===== config.mk =====
export PLATFORM = sky130hd
export DESIGN_NAME = ddo_ctrl
export DESIGN_NICKNAME = d
export VERILOG_FILES = /design/src/hdl/ddo_pkg.sv /design/src/hdl/ddo_ctrl.sv
export SDC_FILE = /design/constraint.sdc
export NUM_CORES = 1
export LEC_CHECK = 0
export ABC_CLOCK_PERIOD_IN_PS = 1500
export CAP_MARGIN = 20
export CORE_AREA = 2 2 39 41
export CTS_BUF_LIST = sky130_fd_sc_hd__clkbuf_16
export CTS_CLUSTER_SIZE = 20
export DETAILED_ROUTE_END_ITERATION = 7
export DIE_AREA = 0 0 41 43
export DONT_BUFFER_PORTS = 1
export SLEW_MARGIN = 15
export SYNTH_ARGS = -nofsm -noshare
export SYNTH_HDL_FRONTEND = slang
export SYNTH_SLANG_ARGS = --single-unit

===== constraint.sdc =====
create_clock -name aclk -period 1.5 [get_ports aclk]
set_input_delay 0 -clock aclk [delete_from_list [all_inputs] [get_ports aclk]]
set_output_delay 0 -clock aclk [all_outputs]
set_load 0.01 [all_outputs]

===== src/hdl/ddo_pkg.sv =====
// ----------------------------------------------------------------------------
// ddo_pkg
// Types, codes and constants shared by the odometry core modules.
// ----------------------------------------------------------------------------
package ddo_pkg;

    localparam int ANGLE_BITS_DEF = 16;
    localparam int CORDIC_STEPS   = 30;
    localparam int DIV_W          = 64;
    localparam int MUL_W          = 35;
    localparam int CS_W           = 33;   // CORDIC x/y width
    localparam int CZ_W           = 34;   // CORDIC residual angle width

    localparam logic signed [CS_W-1:0] CORDIC_GAIN_Q30 = 33'sd652032874;
    localparam logic [31:0] INV_TWO_PI_Q32 = 32'd683565276;
    localparam logic [31:0] INV_PI_Q32     = 32'd1367130551;

    localparam logic [15:0] WHEEL_BASE_RST = 16'd3840;
    localparam logic [15:0] DIST_TICK_RST  = 16'd19903;

    // configuration register indexes
    localparam logic REG_WHEEL_BASE = 1'b0;
    localparam logic REG_DIST_TICK  = 1'b1;

    // datapath operations
    localparam logic [4:0] OP_NONE = 5'd0;
    localparam logic [4:0] OP_LOAD = 5'd1;
    localparam logic [4:0] OP_ML   = 5'd2;
    localparam logic [4:0] OP_MR   = 5'd3;
    localparam logic [4:0] OP_SD   = 5'd4;
    localparam logic [4:0] OP_MQ   = 5'd5;
    localparam logic [4:0] OP_DQ   = 5'd6;
    localparam logic [4:0] OP_Q    = 5'd7;
    localparam logic [4:0] OP_CHK  = 5'd8;
    localparam logic [4:0] OP_CH   = 5'd9;
    localparam logic [4:0] OP_MS   = 5'd10;
    localparam logic [4:0] OP_DF   = 5'd11;
    localparam logic [4:0] OP_F    = 5'd12;
    localparam logic [4:0] OP_CM   = 5'd13;
    localparam logic [4:0] OP_MC   = 5'd14;
    localparam logic [4:0] OP_TC   = 5'd15;
    localparam logic [4:0] OP_MX   = 5'd16;
    localparam logic [4:0] OP_DX   = 5'd17;
    localparam logic [4:0] OP_TS   = 5'd18;
    localparam logic [4:0] OP_MY   = 5'd19;
    localparam logic [4:0] OP_DY   = 5'd20;
    localparam logic [4:0] OP_DONE = 5'd21;

    typedef struct packed {
        logic [4:0] op;
        logic       in_ready;
    } ctrl_cmd_t;

    typedef struct packed {
        logic div_done;
        logic cor_done;
        logic q_zero;
        logic out_free;
    } dp_status_t;

    // arctangent of 2^-i in 2^32-per-turn units
    function automatic logic [31:0] atan_turns(input logic [4:0] i);
        logic [31:0] v;
        case (i)
            5'd0:  v = 32'd536870912;
            5'd1:  v = 32'd316933406;
            5'd2:  v = 32'd167458907;
            5'd3:  v = 32'd85004756;
            5'd4:  v = 32'd42667331;
            5'd5:  v = 32'd21354465;
            5'd6:  v = 32'd10679838;
            5'd7:  v = 32'd5340245;
            5'd8:  v = 32'd2670163;
            5'd9:  v = 32'd1335087;
            5'd10: v = 32'd667544;
            5'd11: v = 32'd333772;
            5'd12: v = 32'd166886;
            5'd13: v = 32'd83443;
            5'd14: v = 32'd41722;
            5'd15: v = 32'd20861;
            5'd16: v = 32'd10430;
            5'd17: v = 32'd5215;
            5'd18: v = 32'd2608;
            5'd19: v = 32'd1304;
            5'd20: v = 32'd652;
            5'd21: v = 32'd326;
            5'd22: v = 32'd163;
            5'd23: v = 32'd81;
            5'd24: v = 32'd41;
            5'd25: v = 32'd20;
            5'd26: v = 32'd10;
            5'd27: v = 32'd5;
            5'd28: v = 32'd3;
            5'd29: v = 32'd1;
            default: v = 32'd0;
        endcase
        return v;
    endfunction

endpackage


===== src/hdl/ddo_ctrl.sv =====
// ----------------------------------------------------------------------------
// ddo_ctrl
// Sequencer for one odometry update: issues datapath operations in order.
// ----------------------------------------------------------------------------
module ddo_ctrl import ddo_pkg::*; (
    input  logic       aclk,
    input  logic       aresetn,
    input  logic       s_valid,
    input  dp_status_t status,
    output ctrl_cmd_t  cmd
);

    localparam logic [4:0] ST_IDLE = 5'd0;
    localparam logic [4:0] ST_ML   = 5'd1;
    localparam logic [4:0] ST_MR   = 5'd2;
    localparam logic [4:0] ST_SD   = 5'd3;
    localparam logic [4:0] ST_MQ   = 5'd4;
    localparam logic [4:0] ST_DQS  = 5'd5;
    localparam logic [4:0] ST_DQW  = 5'd6;
    localparam logic [4:0] ST_CHK  = 5'd7;
    localparam logic [4:0] ST_CHS  = 5'd8;
    localparam logic [4:0] ST_CHW  = 5'd9;
    localparam logic [4:0] ST_MS   = 5'd10;
    localparam logic [4:0] ST_DFS  = 5'd11;
    localparam logic [4:0] ST_DFW  = 5'd12;
    localparam logic [4:0] ST_CMS  = 5'd13;
    localparam logic [4:0] ST_CMW  = 5'd14;
    localparam logic [4:0] ST_MC   = 5'd15;
    localparam logic [4:0] ST_TC   = 5'd16;
    localparam logic [4:0] ST_MX   = 5'd17;
    localparam logic [4:0] ST_DX   = 5'd18;
    localparam logic [4:0] ST_TS   = 5'd19;
    localparam logic [4:0] ST_MY   = 5'd20;
    localparam logic [4:0] ST_DY   = 5'd21;
    localparam logic [4:0] ST_DONE = 5'd22;

    logic [4:0] state_reg, state_next;

    always_comb begin
        state_next   = state_reg;
        cmd.op       = OP_NONE;
        cmd.in_ready = 1'b0;
        unique case (state_reg)
            ST_IDLE: begin
                cmd.in_ready = 1'b1;
                if (s_valid) begin
                    cmd.op     = OP_LOAD;
                    state_next = ST_ML;
                end
            end
            ST_ML:  begin cmd.op = OP_ML; state_next = ST_MR;  end
            ST_MR:  begin cmd.op = OP_MR; state_next = ST_SD;  end
            ST_SD:  begin cmd.op = OP_SD; state_next = ST_MQ;  end
            ST_MQ:  begin cmd.op = OP_MQ; state_next = ST_DQS; end
            ST_DQS: begin cmd.op = OP_DQ; state_next = ST_DQW; end
            ST_DQW: begin
                if (status.div_done) begin
                    cmd.op     = OP_Q;
                    state_next = ST_CHK;
                end
            end
            ST_CHK: begin
                cmd.op     = OP_CHK;
                // no heading change: skip the half-angle sinc
                state_next = status.q_zero ? ST_CMS : ST_CHS;
            end
            ST_CHS: begin cmd.op = OP_CH; state_next = ST_CHW; end
            ST_CHW: begin
                if (status.cor_done) begin
                    state_next = ST_MS;
                end
            end
            ST_MS:  begin cmd.op = OP_MS; state_next = ST_DFS; end
            ST_DFS: begin cmd.op = OP_DF; state_next = ST_DFW; end
            ST_DFW: begin
                if (status.div_done) begin
                    cmd.op     = OP_F;
                    state_next = ST_CMS;
                end
            end
            ST_CMS: begin cmd.op = OP_CM; state_next = ST_CMW; end
            ST_CMW: begin
                if (status.cor_done) begin
                    state_next = ST_MC;
                end
            end
            ST_MC:  begin cmd.op = OP_MC; state_next = ST_TC; end
            ST_TC:  begin cmd.op = OP_TC; state_next = ST_MX; end
            ST_MX:  begin cmd.op = OP_MX; state_next = ST_DX; end
            ST_DX:  begin cmd.op = OP_DX; state_next = ST_TS; end
            ST_TS:  begin cmd.op = OP_TS; state_next = ST_MY; end
            ST_MY:  begin cmd.op = OP_MY; state_next = ST_DY; end
            ST_DY:  begin cmd.op = OP_DY; state_next = ST_DONE; end
            ST_DONE: begin
                // hold until the result register is free
                if (status.out_free) begin
                    cmd.op     = OP_DONE;
                    state_next = ST_IDLE;
                end
            end
            default: state_next = ST_IDLE;
        endcase
    end

    always_ff @(posedge aclk) begin
        if (!aresetn) begin
            state_reg <= ST_IDLE;
        end else begin
            state_reg <= state_next;
        end
    end

endmodule


==> qor.txt, run 1 <==
=====================================================================================
Startpoint of the most critical register-to-register path                state_reg[0]$_SDFFE_PN0P_
Number of antenna violations at the first check in global routing                   0
RSZ-0062 raised after global routing                                             true
Most frequent standard cell in the layout excluding fill and tap cells   sky130_fd_sc_hd__buf_4
Clock latency at the later pin of the worst-skew pair                         0.23 ns
Relative slew slack                                                             81.1%
Capturing element type of the critical path                                      flop
HP Class                                                                       in2reg
Final critical path time including I/O delays and setup                       1.48 ns
Final-report max-slew violation count                                               0
Fin util                                                                        62.7%
Worst hold-check slack                                                      0.0314 ns
Total Negative Setup Slacks                                                      0 ns
Top cells by area in the synthesized netlist                             sky130_fd_sc_hd__dfxtp_1 16%, sky130_fd_sc_hd__a21oi_1 5.6%, sky130_fd_sc_hd__xnor2_1 5.6%, sky130_fd_sc_hd__nor3b_1 4.8%, sky130_fd_sc_hd__nor2b_1 4.0%
Crit start category                                                              flop
Post-synth design cell area                                                   627 µm²
Number of synthesis warnings                                                        0
Number of H-tree levels                                                             1
Number of flip-flops under the largest register name                                5
Clock Sinks                                                                         5
Filler-free cell count of the finished design                                     113
Net Count, Synth                                                                   93
Reported max-cap violation count                                                    0
Multiplexer area fraction after synthesis                                       3.19%
Fmax                                                                          675 MHz
Cell count after synthesis                                                         86
Number of cell rows                                                                14
Synthesized-area fraction occupied by ao, oa, aoi and oai cells                 34.9%
Library cell occupying the most area in the post-synthesis netlist       sky130_fd_sc_hd__dfxtp_1
Arrival time at the worst endpoint                                            1.63 ns
Final Instance Area                                                           868 µm²
Simple-gate portion of the synthesized area                                     30.1%
Count of unresolved DRC violations after routing                                    0
Global-route wire length before repair                                        2820 µm
DIE AREA                                                                     1760 µm²
Post-Synthesis Mean Instance Area                                            7.29 µm²
Endpoint of the worst register-to-register path                          state_reg[0]$_SDFFE_PN0P_
Pleak                                                                        0.333 nW
Placed standard-cell area                                                     707 µm²
Detailed-placement wirelength estimate                                        1210 µm
Hold Fails Final Rpt                                                                0
Vias per inst                                                                    6.21
Number of optimization iterations in the first detailed-route pass                  4
Fraction of synthesized cell area in xor and xnor cells                         5.59%
Initial DRC count                                                                  22
Area added between synthesis and finish                                         38.5%
Slowest CP cell                                                          sky130_fd_sc_hd__or3b_4
Cell chain of the critical path                                          or3b_4 -> a2111oi_4 -> a211o_2 -> mux2i_1
Worst reg2reg path depth                                                            4
Routed length per placed instance                                             15.5 µm
Share of Yosys cell area claimed by the top area cell type                      16.0%
Commonest cells after routing, fill and taps aside                       13 x sky130_fd_sc_hd__buf_4, 7 x sky130_fd_sc_hd__a21oi_1, 5 x sky130_fd_sc_hd__nand2_1, 5 x sky130_fd_sc_hd__o21ai_0
Antenna diode count                                                                 0
Placed cells                                                                      107
Peak supply drop                                                            0.00113 V
Tightest Pin Transition                                                      0.283 ns
Cells on Worst Hold Path                                                            3
Pwr/cell area                                                             1310 nW/µm²
Status                                                                   finished clean
Placeable core region                                                        1380 µm²
Starting density of the core                                                    45.3%
GR Util All Layers                                                              23.4%
Die Span Y                                                                      43 µm
Die X-Extent                                                                    41 µm
Vias in the first global route                                                    644
Port Buffers                                                                        0
Total via count after detailed routing                                            702
Highest cell delay on the worst timing path                                   0.41 ns
Distinct cells, synth                                                              43
Slack of the worst reg-to-reg path                                            0.02 ns
Main combinational cell family by area after synthesis                   compound AO/OA/AOI/OAI gates
Clk pin slew, worst setup/hold paths                                          0.03 ns
Final critical-path share of the clock period                                   98.7%
Sequential share of the synthesized area                                        16.0%
CTS tree                                                                        built
Required time reported for the critical path endpoint                         1.65 ns
CP max FO                                                                           5
Fraction of the mapped netlist area in adder cells                                 0%
Worst min-delay path endpoint                                            state_reg[4]$_SDFFE_PN0P_
Top Ports                                                                          13
Yosys reg bits                                                                      5
Final net count                                                                   105
Largest net degree at the start of global routing                                  21
Setup skew after layout                                                   0.000634 ns
Max clock buf depth                                                                 2
Number of buffers added by the clock tree synthesis step                            3
Final setup fails                                                                   0
Weighted congestion at the end of routability-driven global placement           0.838
Fraction of layout cells with a size suffix above 1                             35.1%
Worst Min Path Start                                                        status[0]
Routed WL                                                                     1750 µm
Overflow left after global routing                                                  0
Remaining antenna violation count                                                   0
Root buffer cell                                                         sky130_fd_sc_hd__clkbuf_16
Category of the most critical setup path                                      reg2reg
=====================================================================================
==> routing by layer <==
metal	track usage, %	vias up	share of wire (%)
li1	-	341	-
met1	31.0	332	43
met2	33.8	21	49
met3	4.71	8	5.0
met4	13.3	0	3.1
met5	0	-	0
==> worst max-delay path by stage <==
| stage | startpoint | to | slack, ns | cells past startpoint |
|---|---|---|---|---|
| final | state_reg[0]$_SDFFE_PN0P_ | state_reg[0]$_SDFFE_PN0P_ | 0.02 | 4 |
| after global routing | state_reg[0]$_SDFFE_PN0P_ | state_reg[0]$_SDFFE_PN0P_ | -0.11 | 4 |
| after CTS | state_reg[2]$_SDFFE_PN0P_ | state_reg[0]$_SDFFE_PN0P_ | -0.006 | 4 |
| after detailed placement | state_reg[0]$_SDFFE_PN0P_ | state_reg[0]$_SDFFE_PN0P_ | 0.005 | 4 |
| after global placement | state_reg[0]$_SDFFE_PN0P_ | state_reg[0]$_SDFFE_PN0P_ | 0.03 | 4 |
| after floorplan | state_reg[0]$_SDFFE_PN0P_ | state_reg[0]$_SDFFE_PN0P_ | 0.03 | 5 |
==> area by class of cell <==
class	count	area, µm²
Tap cell	16	20.0
Clock inverter	1	3.75
Fill cell	129	515
Sequential cell	5	109
Multi-Input combinational cell	68	493
Timing Repair Buffer	17	154
Inverter	3	13.8
Clock buffer	3	75.1
==> what timing repair did <==
item                                    CTS  global route
endpoints found under the setup margin    4             8
setup buffers                             0             2
endpoints found under the hold margin     5             0
pin swaps                                 3             4
resized for setup                        12             8
hold buffers                              1             0
==> report_power, final <==
part / switching [mW] / leakage, nW / internal [mW]
Sequential: 0.0317 / 0.0432 / 0.160
Combinational: 0.265 / 0.248 / 0.250
Clock: 0.0869 / 0.0423 / 0.345
Total: 0.384 / 0.333 / 0.755
==> metrics by stage <==
stage	power, mW	setup slack [ns]
3_3_place_gp	0.663	0.0286
2_1_floorplan	0.548	0.0319
5_1_grt	1.21	-0.110
4_1_cts	1.14	-0.00617
6_report	1.14	0.0188
3_5_place_dp	0.665	0.00463
==> Yosys cell counts (all sizes together) <==
master / count
nor4: 1
o31ai: 1
buf: 6
a2111oi: 1
mux2i: 2
a21o: 2
o22ai: 1
nor2: 4
a31o: 2
o221ai: 1
o211ai: 1
nand3b: 1
nor3b: 4
a211o: 1
nand4bb: 1
or3b: 1
nand4b: 1
and3: 1
xnor2: 4
o21ai: 5
nand2b: 1
a21boi: 1
nand3: 2
and2: 1
or4: 1
inv: 3
o311ai: 1
a21oi: 7
clkbuf: 4
o2111a: 1
o32a: 1
nor2b: 4
nand2: 5
o311a: 1
nor3: 3
dfxtp: 5
a221oi: 1
or2: 1
o21bai: 2
==> worst max-delay path, delay by kind of cell, from the launching register on <==
family          cells  cell delay, ns
flops               1            0.35
simple gates        1            0.41
compound gates      2            0.47
mux                 1            0.17
==> cells by family after synthesis <==
logic type                after synthesis
AOI/OAI and AO/OA                      30
xor gates and xnor gates                4
muxes                                   2
DFF                                     5
buffers and inverters                  13
and+or+nand+nor                        32
No activity file was read; power rests on OpenSTA's default activity.
==> run 2: changes to the inputs <==
CTS_BUF_LIST = sky130_fd_sc_hd__clkbuf_8   (was sky130_fd_sc_hd__clkbuf_16)
==> qor.txt, run 2 (same netlist as run 1, synthesis figures left out) <==
=====================================================================================
Routed WL                                                                     1740 µm
HP Class                                                                       in2reg
Top Ports                                                                          13
Hold Fails Final Rpt                                                                0
Required time reported for the critical path endpoint                         1.65 ns
Crit start category                                                              flop
Cell chain of the critical path                                          or3b_4 -> a2111oi_4 -> a211o_2 -> mux2i_1
Number of optimization iterations in the first detailed-route pass                  4
GR met1 Demand/Resource                                                         29.4%
Clock Power Share                                                               25.4%
Final setup fails                                                                   0
Final critical-path share of the clock period                                   98.6%
Largest net degree at the start of global routing                                  21
CTS tree                                                                        built
Overflow left after global routing                                                  0
Most frequent standard cell in the layout excluding fill and tap cells   sky130_fd_sc_hd__buf_4
Slowest CP cell                                                          sky130_fd_sc_hd__or3b_4
Count of unresolved DRC violations after routing                                    0
Pleak                                                                        0.320 nW
Total via count after detailed routing                                            698
Relative slew slack                                                             81.1%
Number of buffers added by the clock tree synthesis step                            3
Final critical path time including I/O delays and setup                       1.48 ns
Arrival time at the worst endpoint                                            1.63 ns
Switching portion of total power                                                38.6%
CP max FO                                                                           6
Vias per inst                                                                    6.18
Capturing element type of the critical path                                      flop
Die Span Y                                                                      43 µm
Grt peak-use layer                                                               met2
Global-route wire length before repair                                        2700 µm
Cell-internal power                                                          0.594 mW
Commonest cells after routing, fill and taps aside                       12 x sky130_fd_sc_hd__buf_4, 6 x sky130_fd_sc_hd__a21oi_1, 5 x sky130_fd_sc_hd__nand2_1, 5 x sky130_fd_sc_hd__o21ai_0
Weighted congestion at the end of routability-driven global placement           0.838
Fraction of layout cells with a size suffix above 1                             38.1%
Detailed-placement wirelength estimate                                        1210 µm
Starting density of the core                                                    45.3%
Logic gate share of total power                                                 54.8%
Overall power of the completed layout                                        0.967 mW
Switching power summed over all nets                                         0.373 mW
Tightest Pin Transition                                                      0.283 ns
GR Util All Layers                                                              22.2%
Peak supply drop                                                           0.000897 V
Met3 demand-to-capacity share in global routing                                 3.66%
Clock Sinks                                                                         5
DIE AREA                                                                     1760 µm²
Fraction of met2 tracks used by global routing                                  33.4%
Placeable core region                                                        1380 µm²
Number of H-tree levels                                                             1
Category of the most critical setup path                                      reg2reg
Place WS                                                                   0.00463 ns
Number of antenna violations at the first check in global routing                   0
Part of the total power dissipated in sequential elements                       19.9%
Total Negative Setup Slacks                                                      0 ns
RSZ-0062 raised after global routing                                             true
Port Buffers                                                                        0
Max clock buf depth                                                                 2
Clk pin slew, worst setup/hold paths                                          0.04 ns
Final net count                                                                   105
Highest cell delay on the worst timing path                                   0.43 ns
Vias in the first global route                                                    635
Initial DRC count                                                                  15
Number of flip-flops under the largest register name                                5
Fmax                                                                          676 MHz
Setup skew after layout                                                    0.00205 ns
Routed length per placed instance                                             15.4 µm
Final critical-path setup slack                                             0.0208 ns
Number of cell rows                                                                14
Worst hold-check slack                                                      0.0449 ns
Remaining antenna violation count                                                   0
Fin util                                                                        61.4%
Pwr/cell area                                                             1140 nW/µm²
Clock latency at the later pin of the worst-skew pair                         0.22 ns
Final-report max-slew violation count                                               0
Area added between synthesis and finish                                         35.5%
Die X-Extent                                                                    41 µm
Root buffer cell                                                         sky130_fd_sc_hd__clkbuf_8
Status                                                                   finished clean
Reported max-cap violation count                                                    0
Antenna diode count                                                                 0
Fillers                                                                           132
=====================================================================================
[run 2: cell counts in the layout (fill, tap and decap cells not counted)]
No cell type changed its count.
[run 2: final cells by class]
cell class,instances,area [µm²],share of cell area [%]
Clock inverter,1,3.75,0.442
Multi-Input combinational cell,68,502,59.1
Sequential cell,5,111,13.1
Clock buffer,3,41.3,4.86
Tap cell,16,20.0,2.36
Inverter,3,13.8,1.62
Timing Repair Buffer,17,158,18.6
[run 2: layer usage]
metal / routed length, µm / up-vias
met5: 0 / -
met4: 0 / 0
met3: 93 / 0
met2: 917 / 20
met1: 725 / 332
li1: - / 346
[run 2: critical path: cells and delay by family, from the launching register on]
kind	cells	cell delay (ns)
and+or+nand+nor	1	0.43
AOI/OAI and AO/OA	2	0.47
DFF	1	0.34
muxes	1	0.16
[run 2: per-stage QoR]
stage	std cells	cell area [µm²]
2_1_floorplan	86	627
3_3_place_gp	107	707
3_5_place_dp	107	707
4_1_cts	112	776
5_1_grt	113	850
6_report	113	850
[run 2: path summary, 6_finish.rpt]
kind	start	endpoint	slack, ns	depth (start not counted)
max	state_reg[1]$_SDFFE_PN0P_	state_reg[0]$_SDFFE_PN0P_	0.02	4
min	status[0]	state_reg[4]$_SDFFE_PN0P_	0.04	3
max reg2reg	state_reg[1]$_SDFFE_PN0P_	state_reg[0]$_SDFFE_PN0P_	0.02	4
min reg2reg	state_reg[0]$_SDFFE_PN0P_	state_reg[0]$_SDFFE_PN0P_	0.70	3
[run 2: timing repair]
action / 4_1_cts / 5_1_grt
hold endpoints to repair: 5 / 0
setup buffers: 0 / 2
endpoints found under the setup margin: 4 / 8
hold buffers: 1 / 0
pin swaps: 3 / 5
gates resized for setup: 8 / 17
[run 2: power by group through the flow]
stage	Combinational, mW	Sequential, mW	Clock (mW)
after floorplan	0.382	0.166	0
after global placement	0.479	0.184	0
after detailed placement	0.479	0.186	0
after CTS	0.496	0.186	0.252
after global routing	0.581	0.193	0.260
final	0.530	0.192	0.245
==> run 3: changes to the inputs <==
ABC_AREA = 1   (was default)
CORE_AREA = default   (was 2 2 39 41)
CORE_MARGIN = 2   (was default)
CORE_UTILIZATION = 50   (was default)
DIE_AREA = default   (was 0 0 41 43)
PLACE_DENSITY = 0.68   (was default)
==> qor.txt, run 3 <==
=====================================================================================
Required time reported for the critical path endpoint                         1.50 ns
Fraction of layout cells with a size suffix above 1                             29.1%
Top Ports                                                                          13
Pwr/cell area                                                             1480 nW/µm²
Worst reg2reg path depth                                                            8
Leading cell types by count after synthesis                              35 x sky130_fd_sc_hd__nand2_1, 21 x sky130_fd_sc_hd__nand3_1, 18 x sky130_fd_sc_hd__nor2_1, 13 x sky130_fd_sc_hd__inv_1
Count of flip-flops with a built-in enable after synthesis                          0
Combined flip-flop and latch cell area                                        105 µm²
Area added between synthesis and finish                                         27.3%
Number of cell rows                                                                13
GR Util All Layers                                                              24.8%
Fraction of the mapped netlist area in adder cells                                 0%
Top cells by area in the synthesized netlist                             sky130_fd_sc_hd__nand2_1 19%, sky130_fd_sc_hd__nand3_1 15%, sky130_fd_sc_hd__dfxtp_1 14%, sky130_fd_sc_hd__nor2_1 9.5%, sky130_fd_sc_hd__nand3_2 8.5%
Number of buffers added by the clock tree synthesis step                            3
Switching portion of total power                                                51.7%
Main combinational cell family by area after synthesis                   simple AND/OR/NAND/NOR gates
Routed WL                                                                     2010 µm
Final critical path time including I/O delays and setup                       1.51 ns
Leading register cell type out of synthesis                              sky130_fd_sc_hd__dfxtp_1
Overflow left after global routing                                                  0
Category of the most critical setup path                                      reg2out
Max clock buf depth                                                                 2
CP max FO                                                                           6
Cell count after synthesis                                                        128
Post-synth design cell area                                                   709 µm²
RSZ-0062 raised after global routing                                             true
Number of optimization iterations in the first detailed-route pass                  4
Commonest cells after routing, fill and taps aside                       35 x sky130_fd_sc_hd__nand2_1, 21 x sky130_fd_sc_hd__nand3_1, 16 x sky130_fd_sc_hd__nor2_1
Multiplexer area fraction after synthesis                                          0%
Starting density of the core                                                    53.8%
Placeable core region                                                        1320 µm²
Hold Fails Final Rpt                                                                0
GR met1 Demand/Resource                                                         31.7%
Final-report max-slew violation count                                               0
Arrival time at the worst endpoint                                            1.51 ns
Vias per inst                                                                    5.69
Number of antenna violations at the first check in global routing                   0
HP Class                                                                       in2reg
Post-Synthesis Mean Instance Area                                            5.54 µm²
Switching power summed over all nets                                         0.690 mW
Part of the total power dissipated in sequential elements                       19.1%
Reported max-cap violation count                                                    0
Final net count                                                                   149
Capturing element type of the critical path                                output pin
Total via count after detailed routing                                            887
Relative slew slack                                                             79.9%
Peak supply drop                                                            0.00103 V
CTS tree                                                                        built
Final setup fails                                                                   1
Logic gate share of total power                                                 63.1%
Root buffer cell                                                         sky130_fd_sc_hd__clkbuf_8
Number of H-tree levels                                                             1
Synthesized-area fraction occupied by ao, oa, aoi and oai cells                 4.94%
Die Span Y                                                                    41.7 µm
Crit start category                                                              flop
DIE AREA                                                                     1740 µm²
Async SR Flop Fraction                                                             0%
Most frequent standard cell in the layout excluding fill and tap cells   sky130_fd_sc_hd__nand2_1
Simple-gate portion of the synthesized area                                     70.2%
Largest net degree at the start of global routing                                  13
Area used by multi-input combinational logic                                  572 µm²
Die X-Extent                                                                  41.7 µm
Cell-internal power                                                          0.644 mW
Setup skew after layout                                                   0.000725 ns
Fraction of met2 tracks used by global routing                                  37.2%
Status                                                                   complete, but fails checks
Antenna diode count                                                                 0
Tightest Pin Transition                                                      0.301 ns
Number of synthesis warnings                                                        0
Net Count, Synth                                                                  135
Number of flip-flops under the largest register name                                5
Failing checks                                                           setup timing
Share of Yosys cell area claimed by the top area cell type                      18.5%
Clock Sinks                                                                         5
Clk pin slew, worst setup/hold paths                                          0.03 ns
Port Buffers                                                                        0
Top-count cell post-synth                                                sky130_fd_sc_hd__nand2_1
Library cell occupying the most area in the post-synthesis netlist       sky130_fd_sc_hd__nand2_1
Weighted congestion at the end of routability-driven global placement           0.983
Total Negative Setup Slacks                                                -0.0107 ns
Routed length per placed instance                                             12.9 µm
Yosys reg bits                                                                      5
Met3 demand-to-capacity share in global routing                                 4.78%
Clock Power Share                                                               17.8%
Clock latency at the later pin of the worst-skew pair                         0.22 ns
Detailed-placement wirelength estimate                                        1500 µm
Fraction of synthesized cell area in xor and xnor cells                            0%
Count of unresolved DRC violations after routing                                    0
Distinct cells, synth                                                              20
Initial DRC count                                                                  60
Final critical-path setup slack                                            -0.0107 ns
Fillers                                                                           133
Sequential share of the synthesized area                                        14.1%
Final critical-path share of the clock period                                    101%
Grt peak-use layer                                                               met2
Global-route wire length before repair                                        3330 µm
Fin util                                                                        68.6%
Cells on Worst Hold Path                                                            5
Remaining antenna violation count                                                   0
Pleak                                                                        0.508 nW
Fmax                                                                          662 MHz
Vias in the first global route                                                    777
=====================================================================================
run 3: cell count changes in the layout (fill, tap and decap cells not counted), sizes merged, moves of 3 or more:
cell	delta
nand2	+31
nand3	+25
nor2	+21
inv	+13
a21oi	-7
buf	-6
nor2b	-4
nor3b	-4
xnor2	-4
nor3	+3
run 3: path summary, 6_finish.rpt:
path                                           startpoint                        end  slack (ns)
worst max-delay path            state_reg[4]$_SDFFE_PN0P_                     cmd[1]       -0.01
worst min-delay path                            status[0]  state_reg[4]$_SDFFE_PN0P_        0.04
worst min register to register  state_reg[2]$_SDFFE_PN0P_  state_reg[2]$_SDFFE_PN0P_        0.61
worst max register to register  state_reg[4]$_SDFFE_PN0P_  state_reg[0]$_SDFFE_PN0P_        0.11
run 3: critical path, stage by stage, from the launching register on:
cell,delay [ns]
sky130_fd_sc_hd__dfxtp_1,0.37
sky130_fd_sc_hd__clkinvlp_4,0.13
sky130_fd_sc_hd__buf_2,0.18
sky130_fd_sc_hd__nand3_2,0.13
sky130_fd_sc_hd__nand3_1,0.08
sky130_fd_sc_hd__nor3_1,0.19
sky130_fd_sc_hd__nand4_1,0.21
run 3: logic make-up after synthesis:
group / count (synthesis)
compound gates: 5
flops: 5
simple gates: 99
buf+inv: 19
run 3: metrics by stage:
stage	cells	setup WS, ns	total power [mW]	instance area, µm²	hold WS [ns]
CTS	150	0.00643	1.26	816	0.0597
global route	156	-0.0271	1.45	903	0.0653
global placement	145	0.0614	0.987	746	0.105
finish	156	-0.0107	1.33	903	0.0421
floorplan	128	0.267	0.819	709	0.0976
detailed placement	145	0.0609	0.986	746	0.110
run 3: final cells by class:
cell class	count	area share, %
Clock inverter	1	0.416
Timing Repair Buffer	11	10.5
Inverter	17	7.48
Tap cell	15	2.08
Clock buffer	3	4.57
Sequential cell	5	11.6
Multi-Input combinational cell	104	63.3
run 3: timing repair:
action                                 4_1_cts  5_1_grt
pin swaps                                    0        2
buffers inserted                             0        6
endpoints found under the hold margin        5        0
hold buffers                                 1        0
setup endpoints to repair                    5       10
gates resized for setup                      5        9
run 3: per-layer routing:
metal	wire length [µm]	vias up
li1	-	443
met1	804	381
met2	985	56
met4	47	0
met5	0	-
met3	175	7
run 3: power groups by stage:
stage	clock, mW	combinational, mW	sequential (mW)
6_report	0.238	0.842	0.254
5_1_grt	0.258	0.924	0.265
4_1_cts	0.243	0.764	0.251
3_5_place_dp	0	0.745	0.241
3_3_place_gp	0	0.744	0.243
2_1_floorplan	0	0.579	0.240
